--- src/rtl/fcno_pkg.sv ---
// shared types, constants and helpers of the face centroid and normal offset unit
package fcno_pkg;

    localparam int MAX_FACE_VERTICES = 40;
    localparam int CNT_W             = 7;
    localparam int PSUM_W            = 40;
    localparam int ACC_W             = 64;
    localparam int Q_DEPTH           = 2;
    localparam int Q_AW              = $clog2(Q_DEPTH);
    localparam int CFG_IDX_W         = 2;
    localparam int CFG_DATA_W        = 16;

    localparam logic signed [CFG_DATA_W-1:0] SCALE_RESET = 16'sd256;

    typedef enum logic [CFG_IDX_W-1:0] {
        CFG_SCALE = 2'd0,
        CFG_MODE  = 2'd1,
        CFG_NORM  = 2'd2
    } t_cfg_idx;

    typedef struct packed {
        logic [2:0][PSUM_W-1:0] psum;
        logic [2:0][ACC_W-1:0]  acc;
        logic [CNT_W-1:0]       cnt;
        logic                   ovf;
    } t_face;

    function automatic logic signed [31:0] sat32(input logic signed [63:0] v);
        logic signed [31:0] res;
        if (v > 64'sd2147483647) begin
            res = 32'sh7fff_ffff;
        end else if (v < -64'sd2147483648) begin
            res = 32'sh8000_0000;
        end else begin
            res = v[31:0];
        end
        return res;
    endfunction

endpackage

--- src/rtl/fcno_queue.sv ---
// short queue of finished face sums between front and back end
module fcno_queue
    import fcno_pkg::*;
(
    input  logic  i_clk,
    input  logic  i_rst_n,
    input  logic  i_push,
    input  t_face i_face,
    output logic  o_full,
    input  logic  i_pop,
    output logic  o_empty,
    output t_face o_face
);

    t_face           r_mem [Q_DEPTH];
    logic [Q_AW-1:0] r_wp;
    logic [Q_AW-1:0] r_rp;
    logic [Q_AW:0]   r_cnt;

    assign o_full  = r_cnt == (Q_AW+1)'(Q_DEPTH);
    assign o_empty = r_cnt == '0;
    assign o_face  = r_mem[r_rp];

    always_ff @(posedge i_clk) begin
        if (!i_rst_n) begin
            r_wp  <= '0;
            r_rp  <= '0;
            r_cnt <= '0;
        end else begin
            if (i_push) begin
                r_mem[r_wp] <= i_face;
                r_wp        <= r_wp + Q_AW'(1);
            end
            if (i_pop) begin
                r_rp <= r_rp + Q_AW'(1);
            end
            if (i_push && !i_pop) begin
                r_cnt <= r_cnt + (Q_AW+1)'(1);
            end else if (i_pop && !i_push) begin
                r_cnt <= r_cnt - (Q_AW+1)'(1);
            end
        end
    end

endmodule

--- config.mk ---
export PLATFORM = sky130hd
export DESIGN_NAME = fcno_queue
export DESIGN_NICKNAME = d
export VERILOG_FILES = /design/src/rtl/fcno_pkg.sv /design/src/rtl/fcno_queue.sv
export SDC_FILE = /design/constraint.sdc
export NUM_CORES = 1
export LEC_CHECK = 0
export ABC_AREA = 1
export BUFFER_PORTS_ARGS = -buffer_cell sky130_fd_sc_hd__buf_2
export CORE_AREA = 4 4 248 250
export CTS_CLUSTER_DIAMETER = 150
export DETAILED_ROUTE_END_ITERATION = 12
export DIE_AREA = 0 0 252 254
export PLACE_DENSITY = 0.66
export REMOVE_ABC_BUFFERS = 1
export SYNTH_ARGS = -nofsm -noshare
export SYNTH_HDL_FRONTEND = slang
export SYNTH_SLANG_ARGS = --single-unit
--- constraint.sdc ---
create_clock -name i_clk -period 45.5 [get_ports i_clk]
set_clock_uncertainty 0.2 [all_clocks]
set_input_delay 9.1 -clock i_clk [delete_from_list [all_inputs] [get_ports i_clk]]
set_output_delay 9.1 -clock i_clk [all_outputs]
set_load 0.01 [all_outputs]
# Yosys cells after proc, flatten, opt, wreduce, memory -nomap -nowiden

Memories as Yosys holds them, arrays and structs flattened. A register that Yosys moved wholly into a read port is not among the register bits.
Cells that the tools add are included.
Widths: inputs -> output; s select.

Flip-flop bits (word level): 4
RAM bits: 640
Output and inout port bits: 322
Memories kept: 1

Add/sub/neg operators: 4
Eq/ne operators: 1
Mux-type cells: 7
Reductions and logical operators: 6

Memories:

| memory | depth | width | read ports | clocked after Yosys merged registers in | write ports | RTL line         | source |
|---|---|---|---|---|---|---|---|
| r_mem  | 2     | 320   | 1          | 1                                       | 1           | fcno_queue.sv:15 | `t_face r_mem [Q_DEPTH];` |

Operators by type and width:

| kind                | count |
|---|---|
| $mux 1              | 5 |
| $mux 2              | 2 |
| $add 1x1->1 const B | 2 |
| $add 2x1->2 const B | 1 |
| $eq 2x2->1 const B  | 1 |
| $logic_and 1x1->1   | 2 |
| $logic_not 1->1     | 2 |
| $logic_not 2->1     | 1 |
| $reduce_bool 2->1   | 1 |
| $sub 2x1->2 const B | 1 |

# Logic depth before layout (Yosys ltp)

Depth in word-level cells: 4
Gate-level depth with buffers: 8

# Least setup slack after synthesis

No wires, ideal clock.

Path type: input to register
Start point: input port i_rst_n
End point: memory r_mem[1][0] in the netlist's numbering, enable pin
Setup time: 1.394 ns
Arrival time: 30.663 ns
Required time: 43.906 ns
Slack: 13.243 ns
Cell stages on the path: 2
Buffers on the path: 0
Cell sequence: inv_1 nor3_1

Word-level cells in the longest chain between the ends: 2

Ends and longest elaborated chain:

| item                         | RTL line         | source |
|---|---|---|
| start: declaration           | fcno_queue.sv:6  | `input logic i_rst_n,` |
| $mux 1                       | fcno_queue.sv:25 | `if (!i_rst_n) begin` |
| $mux 1 (not written as such) | fcno_queue.sv:31 | `r_mem[r_wp] <= i_face;` |
| end: declaration             | fcno_queue.sv:15 |  |

No other way between the ends.

==> Flow_metrics.wiki <==
{| class="wikitable"
! Metric !! Value
|-
| Status || finished, final reports clean
|-
| Initial antenna violation count || 13
|-
| Largest net degree at the start of global routing || 127
|-
| Floorplan die height || 254 um
|-
| Setup repair after global routing missed its margin || no
|-
| Non-Filler Instances || 2543
|-
| Clock Sinks || 645
|-
| CP max-delay cell || sky130_fd_sc_hd__dfxtp_4
|-
| Via count of the first global-routing pass || 12880
|-
| Post-CTS Resized || 0
|-
| Total congestion overflow after global routing || 0
|-
| Minimum setup slack among reg-to-reg paths || 41.70 ns
|-
| Post-route design area || 30600 um^2
|-
| Total power || 1340 uW
|-
| Most frequent standard cell in the layout excluding fill and tap cells || sky130_fd_sc_hd__buf_2
|-
| Part of the Yosys area used for sequential elements || 0.777
|-
| Via-to-Cell Ratio || 4.74
|-
| Number of levels the H-tree was split into || 3
|-
| Global routing usage summed across all routing layers || 0.163
|-
| Max-cap violation count || 0
|-
| Setup crit end kind || output pin
|-
| Clock-pin transition on the worst setup and hold timing paths || 0.05 ns
|-
| Req. time, crit path || 36.20 ns
|-
| Top cell type's share of synthesized area || 0.773
|-
| Setup total negative slack || 0 ns
|-
| Placed cell areas || 28500 um^2
|-
| Fraction of final layout cells sized beyond drive strength 1 || 0.605
|-
| Delay contributed by the slowest stage of the critical path || 0.89 ns
|-
| Filler cells || 4821
|-
| Setup violators final || 0
|-
| Die width || 252 um
|-
| Post-synthesis average cell area || 24.1 um^2
|-
| Number of distinct standard cells referenced by the synthesized netlist || 17
|-
| Effective utilization at floorplan || 0.421
|-
| Clock tree from TritonCTS || done
|-
| Most frequent cells in the layout || sky130_fd_sc_hd__buf_2, sky130_fd_sc_hd__edfxtp_1, sky130_fd_sc_hd__mux2_4
|-
| Router iterations before antenna repair || 4
|-
| I/O Buffers || 645
|-
| Data arrival time of the worst path || 3.90 ns
|-
| Static leakage power || 0.0119 uW
|-
| Post-CTS Hold Fix Bufs || 0
|-
| Area contributors post-synth || sky130_fd_sc_hd__edfxtp_1, sky130_fd_sc_hd__mux2_4, sky130_fd_sc_hd__buf_12
|-
| Slew @ Worst Pin || 1.09 ns
|-
| Critical Path Fanout Max || 55
|-
| Warning count from the yosys run || 0
|-
| DR DRC count || 0
|-
| Post-CTS Repair Setup Buffers || 0
|-
| Crit-path most repeated cell || sky130_fd_sc_hd__buf_4
|-
| First-pass GRT wire length || 78500 um
|-
| Cell taking the most area after synthesis || sky130_fd_sc_hd__edfxtp_1
|-
| Final Net Count || 2046
|-
| Final count of hold timing violations || 0
|-
| CP Launch Type || flip-flop
|-
| Final Cycle Share || 0.290
|-
| Final wirelength || 55400 um
|-
| Detail Route Antenna Nets || 0
|-
| Power density of the placed cells || 43.7 nW/um^2
|-
| Dpl cells || 2425
|-
| Worst ir drop on vdd || 0.0435 mV
|-
| Iteration-0 DRC Markers || 765
|-
| Gate Count Post-Synth || 1030
|-
| Number of buffers inserted during clock tree synthesis || 67
|-
| Peak clock frequency supported by timing || 0.0757 GHz
|-
| HPWL after detailed placement || 39000 um
|-
| Clock insertion delay at the later pin of the skew report || 0.58 ns
|-
| Synthesized flop and latch total || 645
|-
| Final critical path time including I/O delays and setup || 13.20 ns
|-
| Area growth from synthesis to layout || 23.1%
|-
| Die footprint || 64000 um^2
|-
| Max-slew violation count || 0
|-
| Global placer's final weighted congestion || 0.834
|-
| Buffer type at the clock tree root || sky130_fd_sc_hd__clkbuf_16
|-
| Cell area after synthesis || 24900 um^2
|-
| Worst relative slew slack || 0.271
|-
| Clk buf depth || 3
|-
| Post-Route Utilization || 0.518
|-
| Worst-path cell chain || buf_4 -> buf_4 -> mux2_2 -> buf_2
|-
| Worst setup path class || reg -> out
|-
| Number of top-level pins || 646
|-
| Detailed-route via count || 12042
|-
| Std cell rows || 89
|-
| Wire per inst || 21.8 um
|-
| Area of the core || 59000 um^2
|-
| Worst hold-check path type || reg -> reg
|}
==> state kept, by name, summed over array words and instances (netlist names), named ones only <==
name   cells
r_wp       1
r_cnt      2
r_mem    640
r_rp       1
==> Yosys cell counts <==
| library cell | number |
|---|---|
| sky130_fd_sc_hd__a21oi_1 | 2 |
| sky130_fd_sc_hd__buf_12 | 33 |
| sky130_fd_sc_hd__buf_2 | 2 |
| sky130_fd_sc_hd__buf_6 | 1 |
| sky130_fd_sc_hd__dfxtp_1 | 5 |
| sky130_fd_sc_hd__edfxtp_1 | 640 |
| sky130_fd_sc_hd__ha_1 | 1 |
| sky130_fd_sc_hd__inv_1 | 9 |
| sky130_fd_sc_hd__mux2_2 | 20 |
| sky130_fd_sc_hd__mux2_4 | 300 |
| sky130_fd_sc_hd__nand2_1 | 6 |
| sky130_fd_sc_hd__nand3_1 | 1 |
| sky130_fd_sc_hd__nand4_1 | 1 |
| sky130_fd_sc_hd__nor2_1 | 6 |
| sky130_fd_sc_hd__nor3_1 | 1 |
| sky130_fd_sc_hd__o21ai_0 | 1 |
| sky130_fd_sc_hd__xnor2_1 | 1 |
==> logic make-up after synthesis <==
| logic type | after synthesis | share of synthesized area |
|---|---|---|
| AO/OA/AOI/OAI | 3 | 0.000604 |
| multiplexers | 320 | 0.190 |
| buffers and inverters | 45 | 0.0288 |
| flip-flops | 645 | 0.777 |
| XOR/XNOR | 1 | 0.000352 |
| adder cells (fa/ha/maj) | 1 | 0.000503 |
| AND/OR/NAND/NOR | 15 | 0.00247 |
==> worst max-delay path, delay by kind of cell, from the launching register on <==
family | cells | cell delay, ns
buffers and inverters | 3 | 1.87
DFF | 1 | 0.89
muxes | 1 | 0.42
==> worst paths after layout <==
check | start | to | cells past startpoint
worst max-delay path | flip-flop | o_face[313] | 4
worst min-delay path | r_wp$_SDFFE_PN0P_ | r_wp$_SDFFE_PN0P_ | 2
worst max register to register | r_wp$_SDFFE_PN0P_ | r_mem[0][172]$_DFFE_PP_ | 5
worst min register to register | r_wp$_SDFFE_PN0P_ | r_wp$_SDFFE_PN0P_ | 2
==> routing by layer <==
metal  global-route usage  share of wire
met3               0.0679          0.096
met2                0.293           0.52
met5                    0         0.0018
met4               0.0594          0.027
met1                0.172           0.35
==> per-stage QoR <==
step           hold WS, ns  worst slack [ns]
2_1_floorplan        0.243             13.24
3_3_place_gp         0.252             32.88
3_5_place_dp         0.263             32.82
4_1_cts              0.271             32.25
5_1_grt              0.298             32.13
6_report             0.271             32.30
==> where the power goes <==
part           switching (uW)  leakage (uW)  internal, uW
Clock                     217       0.00101           303
Sequential               7.42       0.00592           676
Combinational            65.1       0.00501          68.5
Total                     289        0.0119          1050
==> final cells by class <==
class                           count  area (um^2)  share of cell area
Antenna cell                        4         10.0            0.000327
Clock buffer                       81         1790              0.0586
Clock inverter                     33          295             0.00965
Inverter                            9         33.8             0.00110
Multi-Input combinational cell    340         4840               0.158
Sequential cell                   645        19300               0.631
Tap cell                          773          967              0.0316
Timing Repair Buffer              658         3340               0.109
(Power assumes the default switching activity.)
